## src/rtl/core/mnf_fifo.sv

```systemverilog
// mnf_fifo: small register fifo with occupancy count, depth a power of two
// depends on nothing; used for the command queue and the result queue
module mnf_fifo #(
  parameter int WIDTH = 8,
  parameter int DEPTH = 4
) (
  input  logic                       clk,
  input  logic                       rst_n,
  input  logic                       push,
  input  logic [WIDTH-1:0]           din,
  input  logic                       pop,
  output logic [WIDTH-1:0]           dout,
  output logic                       empty,
  output logic                       full,
  output logic [$clog2(DEPTH+1)-1:0] count
);

  localparam int AW = $clog2(DEPTH);
  localparam int CNW = $clog2(DEPTH + 1);

  logic [WIDTH-1:0] store_r [DEPTH];
  logic [AW-1:0]    wr_ptr_r;
  logic [AW-1:0]    rd_ptr_r;
  logic [CNW-1:0]   cnt_r;
  logic             do_push;
  logic             do_pop;

  assign empty   = (cnt_r == '0);
  assign full    = (cnt_r == CNW'(DEPTH));
  assign count   = cnt_r;
  assign dout    = store_r[rd_ptr_r];
  assign do_push = push && !full;
  assign do_pop  = pop && !empty;

  always_ff @(posedge clk) begin
    if (do_push) begin
      store_r[wr_ptr_r] <= din;
    end
  end

  always_ff @(posedge clk) begin
    if (!rst_n) begin
      wr_ptr_r <= '0;
      rd_ptr_r <= '0;
      cnt_r    <= '0;
    end else begin
      if (do_push) begin
        wr_ptr_r <= wr_ptr_r + AW'(1);
      end
      if (do_pop) begin
        rd_ptr_r <= rd_ptr_r + AW'(1);
      end
      cnt_r <= cnt_r + CNW'(do_push) - CNW'(do_pop);
    end
  end

endmodule

```

## config.mk

```make
export PLATFORM = sky130hd
export DESIGN_NAME = mnf_fifo
export DESIGN_NICKNAME = d
export VERILOG_FILES = /design/src/rtl/core/mnf_fifo.sv
export SDC_FILE = /design/constraint.sdc
export NUM_CORES = 1
export LEC_CHECK = 0
export BUFFER_PORTS_ARGS = -buffer_cell sky130_fd_sc_hd__buf_2
export CAP_MARGIN = 20
export CORE_ASPECT_RATIO = 1.75
export CORE_UTILIZATION = 49
export DETAILED_ROUTE_END_ITERATION = 8
export PLACE_DENSITY = 0.72
export SKIP_CTS_REPAIR_TIMING = 1
export SYNTH_ARGS = -nofsm -noshare
export SYNTH_HDL_FRONTEND = slang
export SYNTH_SLANG_ARGS = --single-unit
```

## constraint.sdc

```tcl
create_clock -name clk -period 2.2 [get_ports clk]
set_input_delay 0.33 -clock clk [delete_from_list [all_inputs] [get_ports clk]]
set_output_delay 0.33 -clock clk [all_outputs]
set_load 0.01 [all_outputs]
```

==> results by group <==
Status
  – Run status: completed

Critical path
  – Worst Path Class, Setup: flip-flop to flip-flop
  – Startpoint type of the worst setup path: flip-flop
  – Type of destination of the critical path: flip-flop
  – Largest fanout of any net on the critical path: 5
  – Worst EP arrival: 2.28 ns
  – Data required time of the worst path: 2.39 ns

Logic synthesis
  – Cells after synthesis: 93
  – Synthesis Warnings: 0
  – Ranking of synthesized cells by area: sky130_fd_sc_hd__edfxtp_1 59%, sky130_fd_sc_hd__dfxtp_1 11%, sky130_fd_sc_hd__mux4_2 11%, sky130_fd_sc_hd__ha_1 4.6%, sky130_fd_sc_hd__and2_1 2.7%
  – Avg Synthesized Cell Area: 17.7 µm²
  – Sequential area share after synthesis: between 60% and 70%
  – Synthesized netlist net count: ~110
  – Cell taking the most area after synthesis: sky130_fd_sc_hd__edfxtp_1
  – Yosys reg bits: about 40
  – Number of distinct library cells after synthesis: 20
  – Total standard cell area after synthesis: 0.00164 mm²
  – Fraction of synthesized cell area taken by the top area cell type: between 50% and 60%

Clock network
  – Clock Sink Count: 41
  – Root Buffer: sky130_fd_sc_hd__clkbuf_8
  – TritonCTS clock tree: done
  – Latest clock arrival within the worst-skew pair: 0.29 ns
  – Number of buffers inserted during clock tree synthesis: 5
  – H-Tree Depth: 2
  – Worst-path clk slew: ~0.07 ns
  – Number of buffers on the longest clock path: 2

STA
  – Final setup viols: 0
  – Period Utilization, post-route: a little over nine tenths
  – Setup clock skew after layout: around 0.0076 ns
  – Fin Hold WS: approximately 0.26 ns
  – Worst slew margin relative to its limit: between 70% and 80%
  – Count of final max-slew check failures: 0
  – Final critical-path required period: between 2 and 2.5 ns
  – Top achievable clock speed: roughly 480 MHz
  – Pin slew with the least headroom to its limit: 0.424 ns
  – Hold violation count in the final report: 0
  – Post-Route Setup TNS: 0 ns
  – Post-layout worst setup margin: 0.105 ns

Layout
  – Most common cell after layout, fill and taps aside: sky130_fd_sc_hd__edfxtp_1
  – Synthesis-to-finish area growth: 17.5%
  – Top library cells by usage in the layout, fill and taps aside: 32 x sky130_fd_sc_hd__edfxtp_1, 24 x sky130_fd_sc_hd__buf_2, 8 x sky130_fd_sc_hd__mux4_2
  – Fraction of final layout cells with drive strength greater than 1: around two fifths
  – Final antenna diode count: 0
  – Final net count: between 100 and 150

Detailed routing
  – Detailed-route vias per instance: between 5 and 6
  – 1st-pass router iterations: 4
  – Detailed Route WL: approximately 2600 µm
  – Routed length per instance: ~16 µm
  – Remaining number of nets flagged by the antenna check after routing: 0
  – DRC marker count from the first detailed-route iteration: 23
  – Number of vias in the routed layout: between 800 and 900
  – DRC violation count after routing: 0

Placement
  – Quantity of I/O buffers inserted on ports: 24
  – Placer Congestion: 0.626
  – Sum of net half-perimeters after detailed placement: approximately 1700 µm
  – Worst setup slack before clock tree synthesis: -0.0400 ns

Power
  – Sw frac: between 20% and 30%
  – Proportion of power drawn by the clock network: about 22%
  – Cell Int Power: ~0.0015 W
  – Worst ir drop on vdd: 866 µV
  – Leakage component of the power: around 0.71 nW
  – Combinational share of power: between 20% and 30%
  – Total net switching power: 0.000594 W
  – Fraction of power consumed by sequential logic: 50.2%
  – Total power per unit cell area: 1070 mW/mm²
  – Sum of internal, switching and leakage power: between 0.002 and 0.0025 W

Floorplanning
  – Std cell rows: 27
  – Vert. Die Dim: around 79 µm
  – I/O pins: 25
  – Die span in x: around 46 µm
  – Die footprint: 0.00359 mm²
  – Area of the core: 0.00318 mm²
  – Initial core utilization: 51.7%

GRT
  – Pin count of the biggest net entering global routing: 13
  – Antenna violations before repair: 0
  – Global-route wire length before repair: 3890 µm
  – Global routing usage summed across all routing layers: 16.3%
  – GRT overflow: 0
  – Vias in the first global route: 822

Min path
  – Min-delay worst type: input pin to flip-flop

Flow run
  – Max-cap violations: 0
path summary, 6_finish.rpt:
check	from	end	slack [ns]	cells after the start
worst max register to register	count[2]	count[2]	0.11	9
worst min register to register	rd_ptr_r[1]	rd_ptr_r[1]	0.49	2
worst max-delay path	count[2]	count[2]	0.11	9
worst min-delay path	din[2]	store_r[0][2]	0.26	1
synthesized netlist by cell type, drive strengths merged:
cell type and count:
nand2 6, nand4bb 1, buf 2, a21boi 1
clkbuf 2, o21ai 3, and2 7, mux2i 2
xnor2 2, nor3b 1, or3 1, mux4 8
nor2b 2, nor3 1, inv 6, dfxtp 9
ha 6, fa 1, edfxtp 32
per-stage QoR:
step	util [%]	instances	cell area (µm²)
floorplan	-	93	1640
global placement	56.9	158	1810
detailed placement	56.9	158	1810
CTS	59.5	166	1890
global route	60.8	167	1930
finish	60.8	167	1930
worst max-delay path: stages (launching register included):
cell	delay, ns
sky130_fd_sc_hd__dfxtp_4	0.37
sky130_fd_sc_hd__nor3_4	0.22
sky130_fd_sc_hd__nor2b_1	0.11
sky130_fd_sc_hd__ha_1	0.29
sky130_fd_sc_hd__inv_1	0.04
sky130_fd_sc_hd__ha_2	0.17
sky130_fd_sc_hd__fa_2	0.38
sky130_fd_sc_hd__xnor2_2	0.16
sky130_fd_sc_hd__xnor2_1	0.13
sky130_fd_sc_hd__and2_1	0.13
layout make-up:
| class | instances | area, µm² |
|---|---|---|
| Tap cell | 43 | 53.8 |
| Fill cell | 266 | 1250 |
| Inverter | 6 | 22.5 |
| Timing Repair Buffer | 27 | 143 |
| Clock inverter | 3 | 12.5 |
| Sequential cell | 41 | 1150 |
| Multi-Input combinational cell | 42 | 482 |
| Clock buffer | 5 | 68.8 |
state kept, by name (all words and copies together) (netlist names), named ones only:
| name | flops |
|---|---|
| rd_ptr_r | 2 |
| store_r | 32 |
| count | 3 |
| wr_ptr_r | 2 |
cell families (layout without fill, tap and decap cells):
logic type / count (synthesis) / after routing / synth area share (%)
flip-flops: 41 / 41 / 69.5
AND/OR/NAND/NOR: 19 / 19 / 7.24
multiplexers: 10 / 10 / 12.2
buffers and inverters: 10 / 41 / 2.82
adder cells (fa/ha/maj): 7 / 7 / 5.79
AO/OA/AOI/OAI: 4 / 4 / 1.37
XOR/XNOR: 2 / 2 / 1.07
power groups by stage:
stage	sequential, W	combinational (W)	clock [W]
after floorplan	0.00101	0.000380	0
after global placement	0.00103	0.000518	0
after detailed placement	0.00104	0.000542	0
after CTS	0.00102	0.000543	0.000464
after global routing	0.00105	0.000646	0.000491
final	0.00104	0.000582	0.000450
layer usage:
layer / global-route usage, % / vias up / wire length, µm
met3: 5.52 / 6 / 100
li1: - / 402 / -
met4: 9.71 / 0 / 70
met2: 26.7 / 22 / 1470
met5: 0 / - / 0
met1: 17.1 / 426 / 959
Note: power is estimated with default switching activity, not from simulation.
