[config.mk]
export PLATFORM = sky130hd
export DESIGN_NAME = mnf_front
export DESIGN_NICKNAME = d
export VERILOG_FILES = /design/src/rtl/core/mnf_pkg.sv /design/src/rtl/core/mnf_front.sv
export SDC_FILE = /design/constraint.sdc
export NUM_CORES = 1
export LEC_CHECK = 0
export BUFFER_PORTS_ARGS = -buffer_cell sky130_fd_sc_hd__buf_4
export CAP_MARGIN = 30
export CELL_PAD_IN_SITES_DETAIL_PLACEMENT = 1
export CELL_PAD_IN_SITES_GLOBAL_PLACEMENT = 1
export CORE_MARGIN = 2
export CORE_UTILIZATION = 24
export DETAILED_ROUTE_END_ITERATION = 16
export MAX_ROUTING_LAYER = met4
export PLACE_DENSITY = 0.51
export SLEW_MARGIN = 0
export SYNTH_ARGS = -nofsm -noshare
export SYNTH_HDL_FRONTEND = slang
export SYNTH_SLANG_ARGS = --single-unit
[constraint.sdc]
create_clock -name clk -period 4.6 [get_ports clk]
set_input_delay 0.92 -clock clk [delete_from_list [all_inputs] [get_ports clk]]
set_output_delay 0.92 -clock clk [all_outputs]
set_load 0.01 [all_outputs]
[src/rtl/core/mnf_pkg.sv]
// mnf_pkg: shared types and constants of the 3x3 neighbour mean filter
// no dependencies; imported by mnf_front, mnf_back and the top level
package mnf_pkg;

  localparam int CFG_W = 11;
  localparam int unsigned RESET_DIM = 5;
  localparam int OUT_POS_W = 10;
  localparam int NEIGH_SHIFT = 3;
  localparam int CMD_DEPTH = 4;
  localparam int OUT_DEPTH = 4;

  localparam logic REG_FRAME_WIDTH = 1'b0;
  localparam logic REG_FRAME_HEIGHT = 1'b1;

  localparam logic MODE_PIX = 1'b0;
  localparam logic MODE_DRAIN = 1'b1;

  typedef enum logic [1:0] {
    OP_PIX,
    OP_DRAIN,
    OP_LOAD
  } op_t;

  typedef struct packed {
    op_t  op;
    logic res0;
    logic res1;
    logic b0;
    logic top;
    logic bot;
    logic left0;
    logic right0;
    logic left1;
    logic fend;
  } cmd_flags_t;

endpackage

[src/rtl/core/mnf_front.sv]
// mnf_front: frame size registers, raster position tracking and drain bookkeeping
// depends on mnf_pkg; pixel words and pending drain words become mnf_back commands
module mnf_front import mnf_pkg::*; #(
  parameter int MAX_WIDTH = 1024,
  parameter int MAX_HEIGHT = 1024,
  parameter int PIXEL_BITS = 8
) (
  input  logic                          clk,
  input  logic                          rst_n,
  input  logic                          cfg_we,
  input  logic                          cfg_index,
  input  logic [CFG_W-1:0]              cfg_wdata,
  input  logic                          push,
  input  logic                          in_mode,
  input  logic [PIXEL_BITS-1:0]         in_pixel,
  input  logic                          cmd_full,
  output logic                          cmd_push,
  output cmd_flags_t                    cmd_flags,
  output logic [PIXEL_BITS-1:0]         cmd_px,
  output logic [$clog2(MAX_WIDTH)-1:0]  cmd_addr,
  output logic [$clog2(MAX_HEIGHT)-1:0] cmd_row,
  output logic [$clog2(MAX_WIDTH)-1:0]  cmd_col
);

  localparam int CW = $clog2(MAX_WIDTH);
  localparam int RW = $clog2(MAX_HEIGHT);
  localparam int MAXD = (MAX_WIDTH > MAX_HEIGHT) ? MAX_WIDTH : MAX_HEIGHT;
  localparam int DW = $clog2(MAXD + 1);

  function automatic logic [DW-1:0] eff_dim(input logic [CFG_W-1:0] v, input int unsigned lim);
    logic [DW-1:0] d;
    if (v == '0) begin
      d = DW'(1);
    end else if (32'(v) > lim) begin
      d = DW'(lim);
    end else begin
      d = DW'(v);
    end
    return d;
  endfunction

  logic [DW-1:0] eff_w_r;
  logic [DW-1:0] eff_h_r;
  logic [RW-1:0] in_row_r;
  logic [CW-1:0] in_col_r;
  logic [RW-1:0] emit_row_r;
  logic [CW-1:0] emit_col_r;
  logic          pend_r;

  logic          accept;
  logic [DW-1:0] col_inc;
  logic [DW-1:0] row_inc;
  logic [DW-1:0] em_inc;
  logic          col_last;
  logic          row_last;
  logic          em_right;
  logic          has_row;
  logic          res_a;
  logic          res_b;

  always_comb begin
    accept   = push && !cmd_full;
    col_inc  = DW'(in_col_r) + DW'(1);
    row_inc  = DW'(in_row_r) + DW'(1);
    em_inc   = DW'(emit_col_r) + DW'(1);
    col_last = (col_inc == eff_w_r);
    row_last = (row_inc == eff_h_r);
    em_right = (em_inc < eff_w_r);
    has_row  = (in_row_r != '0);
    res_a    = has_row && (in_col_r != '0);
    res_b    = has_row && col_last;

    cmd_flags = '0;
    cmd_px    = in_pixel;
    if (in_mode == MODE_DRAIN) begin
      cmd_flags.op     = OP_DRAIN;
      cmd_flags.res0   = 1'b1;
      cmd_flags.top    = (emit_row_r != '0);
      cmd_flags.left0  = (emit_col_r != '0);
      cmd_flags.right0 = em_right;
      cmd_flags.fend   = !em_right;
      cmd_addr         = CW'(em_inc);
      cmd_row          = emit_row_r;
      cmd_col          = emit_col_r;
    end else begin
      cmd_flags.op     = OP_PIX;
      cmd_flags.res0   = res_a || res_b;
      cmd_flags.res1   = res_a && res_b;
      cmd_flags.b0     = !res_a;
      cmd_flags.top    = (in_row_r >= RW'(2));
      cmd_flags.bot    = 1'b1;
      cmd_flags.left0  = res_a ? (in_col_r >= CW'(2)) : (in_col_r != '0);
      cmd_flags.right0 = res_a;
      cmd_flags.left1  = (in_col_r != '0);
      cmd_addr         = in_col_r;
      cmd_row          = in_row_r - RW'(1);
      cmd_col          = res_a ? (in_col_r - CW'(1)) : in_col_r;
    end
    cmd_push = accept && ((in_mode == MODE_PIX) || pend_r);
  end

  always_ff @(posedge clk) begin
    if (!rst_n) begin
      eff_w_r    <= eff_dim(CFG_W'(RESET_DIM), MAX_WIDTH);
      eff_h_r    <= eff_dim(CFG_W'(RESET_DIM), MAX_HEIGHT);
      in_row_r   <= '0;
      in_col_r   <= '0;
      emit_row_r <= '0;
      emit_col_r <= '0;
      pend_r     <= 1'b0;
    end else if (cfg_we) begin
      case (cfg_index)
        REG_FRAME_WIDTH: begin
          eff_w_r <= eff_dim(cfg_wdata, MAX_WIDTH);
        end
        REG_FRAME_HEIGHT: begin
          eff_h_r <= eff_dim(cfg_wdata, MAX_HEIGHT);
        end
        default: begin
        end
      endcase
      in_row_r   <= '0;
      in_col_r   <= '0;
      emit_row_r <= '0;
      emit_col_r <= '0;
      pend_r     <= 1'b0;
    end else if (accept) begin
      if (in_mode == MODE_DRAIN) begin
        if (pend_r) begin
          if (em_right) begin
            emit_col_r <= emit_col_r + CW'(1);
          end else begin
            pend_r     <= 1'b0;
            emit_row_r <= '0;
            emit_col_r <= '0;
          end
        end
      end else begin
        pend_r <= 1'b0;
        if (col_last) begin
          in_col_r <= '0;
          if (row_last) begin
            in_row_r   <= '0;
            pend_r     <= 1'b1;
            emit_row_r <= RW'(eff_h_r - DW'(1));
            emit_col_r <= '0;
          end else begin
            in_row_r <= in_row_r + RW'(1);
          end
        end else begin
          in_col_r <= in_col_r + CW'(1);
        end
      end
    end
  end

endmodule

==> flow_summary.json, run 1 <==
{
  "async_reset_ff_frac": 0,
  "place_inst": 967,
  "wl_per_cell_um": 19.8,
  "cp-start-kind": "flip-flop",
  "groute.usage.overall": 0.185,
  "use_met3": 0.0291,
  "cts_htree_levels": 3,
  "coreArea_mm2": 0.0203,
  "ctsResizeCount": 0,
  "dp_hpwl_um": 15000,
  "synth-edff-count": 0,
  "fp.dieH_um": 148,
  "gp_congestion": 0.869,
  "hold_class": "flip-flop to flip-flop",
  "place_ws_ns": 0.598,
  "min_period_over_period": 0.933,
  "ys_seq_area_frac": 0.253,
  "fin_ws_ns": 0.306,
  "core.rowCount": 52,
  "cts.sinks": 63,
  "tns_ns": 0,
  "grt.overflow.total": 0,
  "grt_use_met2": 0.307,
  "timing.fmax_mhz": 233,
  "grt_setup_unrepaired": "false",
  "synth_area_per_cell_um2": 7.31,
  "synth_top_area_cell": "dfxtp_1",
  "p_int_uw": 1130,
  "p_leak_uw": 0.00232,
  "p_sw_frac": 0.257,
  "finalHoldViolations": 0,
  "p_clk_frac": 0.504,
  "switching_power_uw": 389,
  "cts_hold_buf": 0,
  "synthTopCellsByArea": "dfxtp_1 25%, nand2_1 7.7%, xnor2_1 5.6%",
  "synth_compound_area_frac": 0.245,
  "post-cts-setup-buffers": 0,
  "grt_pass1_vias": 5365,
  "numPortBuffers": 58,
  "post-route-drc-count": 0,
  "synth_most_common_cell": "nand2_1",
  "ant_nets": 0,
  "synthSimpleGateAreaFrac": 0.262,
  "yosys-top-cells-count": "102 x nand2_1, 63 x dfxtp_1, 46 x nor2_1",
  "grt_max_degree": 62,
  "drt_iter0_drc": 265,
  "antennaDiodeCount": 0,
  "fp.dieW_um": 148,
  "critPathCaptureType": "output port",
  "slew_headroom": 0.428,
  "pwr-share-comb": 0.121,
  "slew_viol_final": 0,
  "syn_to_final_growth_pct": 19.5,
  "seqPwrFrac": 0.375,
  "status": "finished, final reports clean",
  "synth-seq-cells": 63,
  "cts_made_buffers": 9,
  "start_util": 0.245,
  "via_per_inst": 5.17,
  "clk_pin_slew_worst_paths_ns": 0.06,
  "num_io_pins": 76,
  "worst_ep_required_time_ns": 3.68,
  "worstPathMaxFanout": 9,
  "tightest_slew_ns": 0.858,
  "yosys.area.top_type_share": 0.253,
  "synth-xor-area-share": 0.0914,
  "syn_inst": 682,
  "synth_top_family_by_area": "simple AND/OR/NAND/NOR gates",
  "synthAdderAreaFrac": 0.0522,
  "cts_buffer_depth": 2,
  "fin_area_mm2": 0.00596,
  "ir_worst_vdd_uv": 172,
  "grt_use_met1": 0.233,
  "synth.area.mux_share": 0.00854,
  "finalNonFillerCells": 983,
  "final_nets": 754,
  "antenna_found_initial": 0,
  "drive_gt1_frac": 0.144,
  "clock_latency_ns": 0.34,
  "hold_slack_ns": 0.490,
  "postRouteWirelength_um": 19500,
  "clock-root-buffer": "clkbuf_16",
  "placed_area_mm2": 0.00561,
  "path_class": "flip-flop to output port",
  "max_cap_violations": 0,
  "first_pass_iters": 4,
  "cts_tree": "built",
  "period_minus_slack_ns": 4.29,
  "synthDistinctLibCells": 64,
  "syn_area_mm2": 0.00498,
  "dieArea_mm2": 0.0219,
  "arrival_ns": 3.37,
  "busiest_layer": "met2",
  "finClkSkew_ns": 0.00734,
  "power.density_mw_per_mm2": 255,
  "grt_pass1_wl_um": 30800,
  "vias": 5084,
  "synth_nets": 728,
  "ys.flop_type": "dfxtp_1",
  "finalSetupViolCount": 0,
  "yosysWarnings": 0
}
==> routing by layer <==
metal  wire length, µm  vias to the layer above
met5                 0                        -
met4               454                        0
met3               871                       28
met2              9130                      131
met1              9020                     2468
li1                  -                     2457
==> layout by cell type, fill, tap and decap left out, types with 5 or more instances in the layout <==
cell       count
nand2_1      102
buf_4         77
dfxtp_1       62
nor2_1        45
o21ai_0       40
inv_1         39
xnor2_1       32
a21oi_1       25
nor3_1        23
a21boi_0      20
ha_1          20
xor2_1        19
nor4_1        18
nand3_1       16
nor2b_1       12
a32oi_1       12
o2bb2ai_1     11
a32o_1        10
clkbuf_16      9
nand4_1        8
or3_1          8
nand2b_1       8
o2111ai_1      8
and3_1         7
o211ai_1       6
and2_1         5
==> stage by stage <==
stage | utilization | power (µW)
after floorplan | - | 688
after global placement | 0.277 | 763
after detailed placement | 0.277 | 765
after CTS | 0.293 | 1540
after global routing | 0.293 | 1580
final | 0.293 | 1520
==> power groups by stage <==
stage          Sequential [µW]  Clock (µW)  Combinational (µW)
4_1_cts                    568         790                 186
3_5_place_dp               580           0                 185
2_1_floorplan              572           0                 116
3_3_place_gp               580           0                 184
5_1_grt                    569         804                 203
6_report                   568         765                 184
==> area by class of cell <==
| class | count | area (µm²) |
|---|---|---|
| clock inverters | 3 | 65.1 |
| repair buffers | 77 | 578 |
| clock buffers | 13 | 260 |
| fillers | 2498 | 14300 |
| well taps | 270 | 338 |
| multi-input cells | 518 | 3310 |
| flip-flops and latches | 63 | 1260 |
| inverters | 39 | 146 |
==> cell families (layout without fill, tap and decap cells) <==
logic type               Yosys count  count (layout)
AO/OA/AOI/OAI                    169             169
XOR/XNOR                          52              52
adder cells (fa/ha/maj)           21              21
buffers and inverters            101             132
flip-flops                        63              63
multiplexers                       4               4
other                              1               1
AND/OR/NAND/NOR                  271             271
==> worst paths after layout <==
check                                    end   startpoint  slack [ns]  depth (start not counted)
worst max-delay path            cmd_flags[7]  in_col_r[1]        0.31                          8
worst min-delay path             eff_h_r[10]  eff_h_r[10]        0.49                          2
worst max register to register   in_row_r[7]  in_col_r[1]        0.96                          8
worst min register to register   eff_h_r[10]  eff_h_r[10]        0.49                          2
==> critical path, stage by stage, from the launching register on <==
cell	delay, ns
dfxtp_1	0.47
ha_1	0.36
nand3_2	0.20
or4_1	0.53
a211o_1	0.34
a2111oi_4	0.56
and2_2	0.27
and3_1	0.17
buf_4	0.13
==> flip-flops by register name, indices dropped and copies added, names as in the netlist <==
name,count
in_col_r,10
in_row_r,10
emit_row_r,10
eff_w_r,11
pend_r,1
emit_col_r,10
eff_h_r,11
Note: power is estimated with default switching activity, not from simulation.
==> inputs of run 2 (changes only) <==
--- a/config.mk
+++ b/config.mk
@@ -11,9 +11,11 @@
 export CELL_PAD_IN_SITES_GLOBAL_PLACEMENT = 1
 export CORE_MARGIN = 2
 export CORE_UTILIZATION = 24
+export CTS_CLUSTER_SIZE = 25
 export DETAILED_ROUTE_END_ITERATION = 16
 export MAX_ROUTING_LAYER = met4
 export PLACE_DENSITY = 0.51
+export SETUP_SLACK_MARGIN = 0.5
 export SLEW_MARGIN = 0
 export SYNTH_ARGS = -nofsm -noshare
 export SYNTH_HDL_FRONTEND = slang
==> run 2 against run 1 <==
Die area unchanged. Largest power group unchanged. Via count increased by 0.65%. Maximum frequency rose by 8.5%. Combinational power about the same. Setup slack improved by 0.34 ns.
==> flow_summary.json, run 2 (synthesized netlist as in run 1, its figures left out) <==
{
  "status": "finished, final reports clean",
  "cp.depth": 13,
  "syn_to_final_growth_pct": 21.4,
  "hold_class": "flip-flop to flip-flop",
  "fp.dieW_um": 148,
  "path_class": "flip-flop to output port",
  "power.density_mw_per_mm2": 251,
  "antenna_found_initial": 0,
  "arrival_ns": 3.04,
  "seqPwrFrac": 0.374,
  "critPathCaptureType": "output port",
  "fin_area_mm2": 0.00605,
  "p_leak_uw": 0.00235,
  "grt_max_degree": 62,
  "num_io_pins": 76,
  "start_util": 0.245,
  "finClkSkew_ns": 0.00736,
  "cts_tree": "built",
  "cts_htree_levels": 3,
  "period_minus_slack_ns": 3.96,
  "slew_viol_final": 0,
  "dp_hpwl_um": 15000,
  "dieArea_mm2": 0.0219,
  "first_pass_iters": 5,
  "coreArea_mm2": 0.0203,
  "whs_path_depth": 2,
  "p_sw_frac": 0.256,
  "slew_headroom": 0.416,
  "cts_buffer_depth": 2,
  "clk_pin_slew_worst_paths_ns": 0.06,
  "grt.overflow.total": 0,
  "finalSetupViolCount": 0,
  "grt_pass1_vias": 5386,
  "vias": 5117,
  "finalHoldViolations": 0,
  "grt_setup_unrepaired": "true",
  "core.rowCount": 52,
  "layout_common_cells": "101 x nand2_1, 80 x buf_4, 56 x dfxtp_1, 44 x nor2_1, 40 x o21ai_0",
  "grt_pass1_wl_um": 30800,
  "cp-start-kind": "flip-flop",
  "via_per_inst": 5.19,
  "min_period_over_period": 0.860,
  "cpLargestDelayFamily": "simple AND/OR/NAND/NOR gates",
  "crit_chain": "ha_1 > nand3_1 > nor2_2 > and3_1 > xor2_1 > ha_1 > o21a_1 > o21a_1 > o22ai_1 > buf_4 > nor2_1 > nor2_1 > buf_4",
  "gp_congestion": 0.869,
  "final_nets": 757,
  "tns_ns": 0,
  "cts.sinks": 63,
  "fp.dieH_um": 148,
  "switching_power_uw": 388,
  "ir_worst_vdd_uv": 171,
  "tightest_slew_ns": 0.875,
  "drive_gt1_frac": 0.169,
  "p_int_uw": 1130,
  "placed_area_mm2": 0.00561,
  "fillers": 2489,
  "timing.fmax_mhz": 253,
  "top_regs": "eff_h_r: 11 flops, eff_w_r: 11 flops",
  "cp.buffers_inverters": 2,
  "p_clk_frac": 0.503,
  "finalPower_uw": 1520,
  "postRouteWirelength_um": 19500,
  "worstPathMaxFanout": 8,
  "worst_ep_required_time_ns": 3.68,
  "cts_made_buffers": 9,
  "pwr-share-comb": 0.123,
  "hold_slack_ns": 0.490,
  "max_cap_violations": 0,
  "crit_slowest_cell": "dfxtp_4",
  "antennaDiodeCount": 0,
  "post-route-drc-count": 0,
  "reg2regPathDepth": 8,
  "max_stage_delay_ns": 0.38,
  "final_util": 0.298,
  "clock-root-buffer": "clkbuf_16",
  "cts_hold_buf": 0,
  "wl_per_cell_um": 19.8,
  "layout_commonest_cell": "nand2_1",
  "numPortBuffers": 58,
  "groute.usage.overall": 0.186,
  "ant_nets": 0,
  "drt_iter0_drc": 235,
  "clock_latency_ns": 0.34
}
run 2: metal layers:
metal,wire [µm],part of all wire,vias to the layer above,track usage
met2,9240,0.47,128,0.308
met4,435,0.022,0,0.0571
met5,0,0,-,-
li1,-,-,2461,-
met1,9100,0.47,2501,0.233
met3,765,0.039,27,0.0291
run 2: final timing paths:
kind / slack (ns) / endpoint / startpoint
setup / recovery: 0.64 / cmd_flags[2] / emit_col_r[0]
hold / removal: 0.49 / eff_h_r[10] / eff_h_r[10]
setup reg to reg: 1.14 / emit_col_r[2] / in_row_r[1]
hold reg to reg: 0.49 / eff_h_r[10] / eff_h_r[10]
run 2: area by class of cell:
class	count	area, µm²	area share
clock buffer	13	260	0.0430
clock inverter	3	65.1	0.0108
inverter	39	146	0.0242
multi-input combinational	518	3370	0.557
sequential	63	1270	0.210
tap	270	338	0.0558
timing repair buffer	80	601	0.0993
run 2: power groups by stage:
| stage | Clock, µW | Combinational, µW | Sequential, µW |
|---|---|---|---|
| floorplan | 0 | 116 | 572 |
| finish | 762 | 187 | 568 |
| detailed placement | 0 | 185 | 580 |
| global route | 804 | 205 | 569 |
| CTS | 790 | 187 | 568 |
| global placement | 0 | 184 | 580 |
run 2: what timing repair did:
item	4_1_cts	5_1_grt
setup endpoints to repair	4	8
resized for setup	6	16
setup buffers	1	2
pin swaps	1	2
run 2: through the flow:
stage / cells / setup WS (ns)
6_report: 986 / 0.642
5_1_grt: 986 / 0.405
4_1_cts: 984 / 0.439
3_5_place_dp: 967 / 0.598
3_3_place_gp: 967 / 0.716
2_1_floorplan: 682 / 0.993
run 2: worst reg2reg max path, cell delays in order, from the launching register on:
cell	delay [ns]
dfxtp_1	0.59
ha_1	0.29
nand3_1	0.25
or3_1	0.46
o32ai_1	0.33
a31oi_1	0.10
or3_1	0.58
o211a_1	0.45
a22o_1	0.29
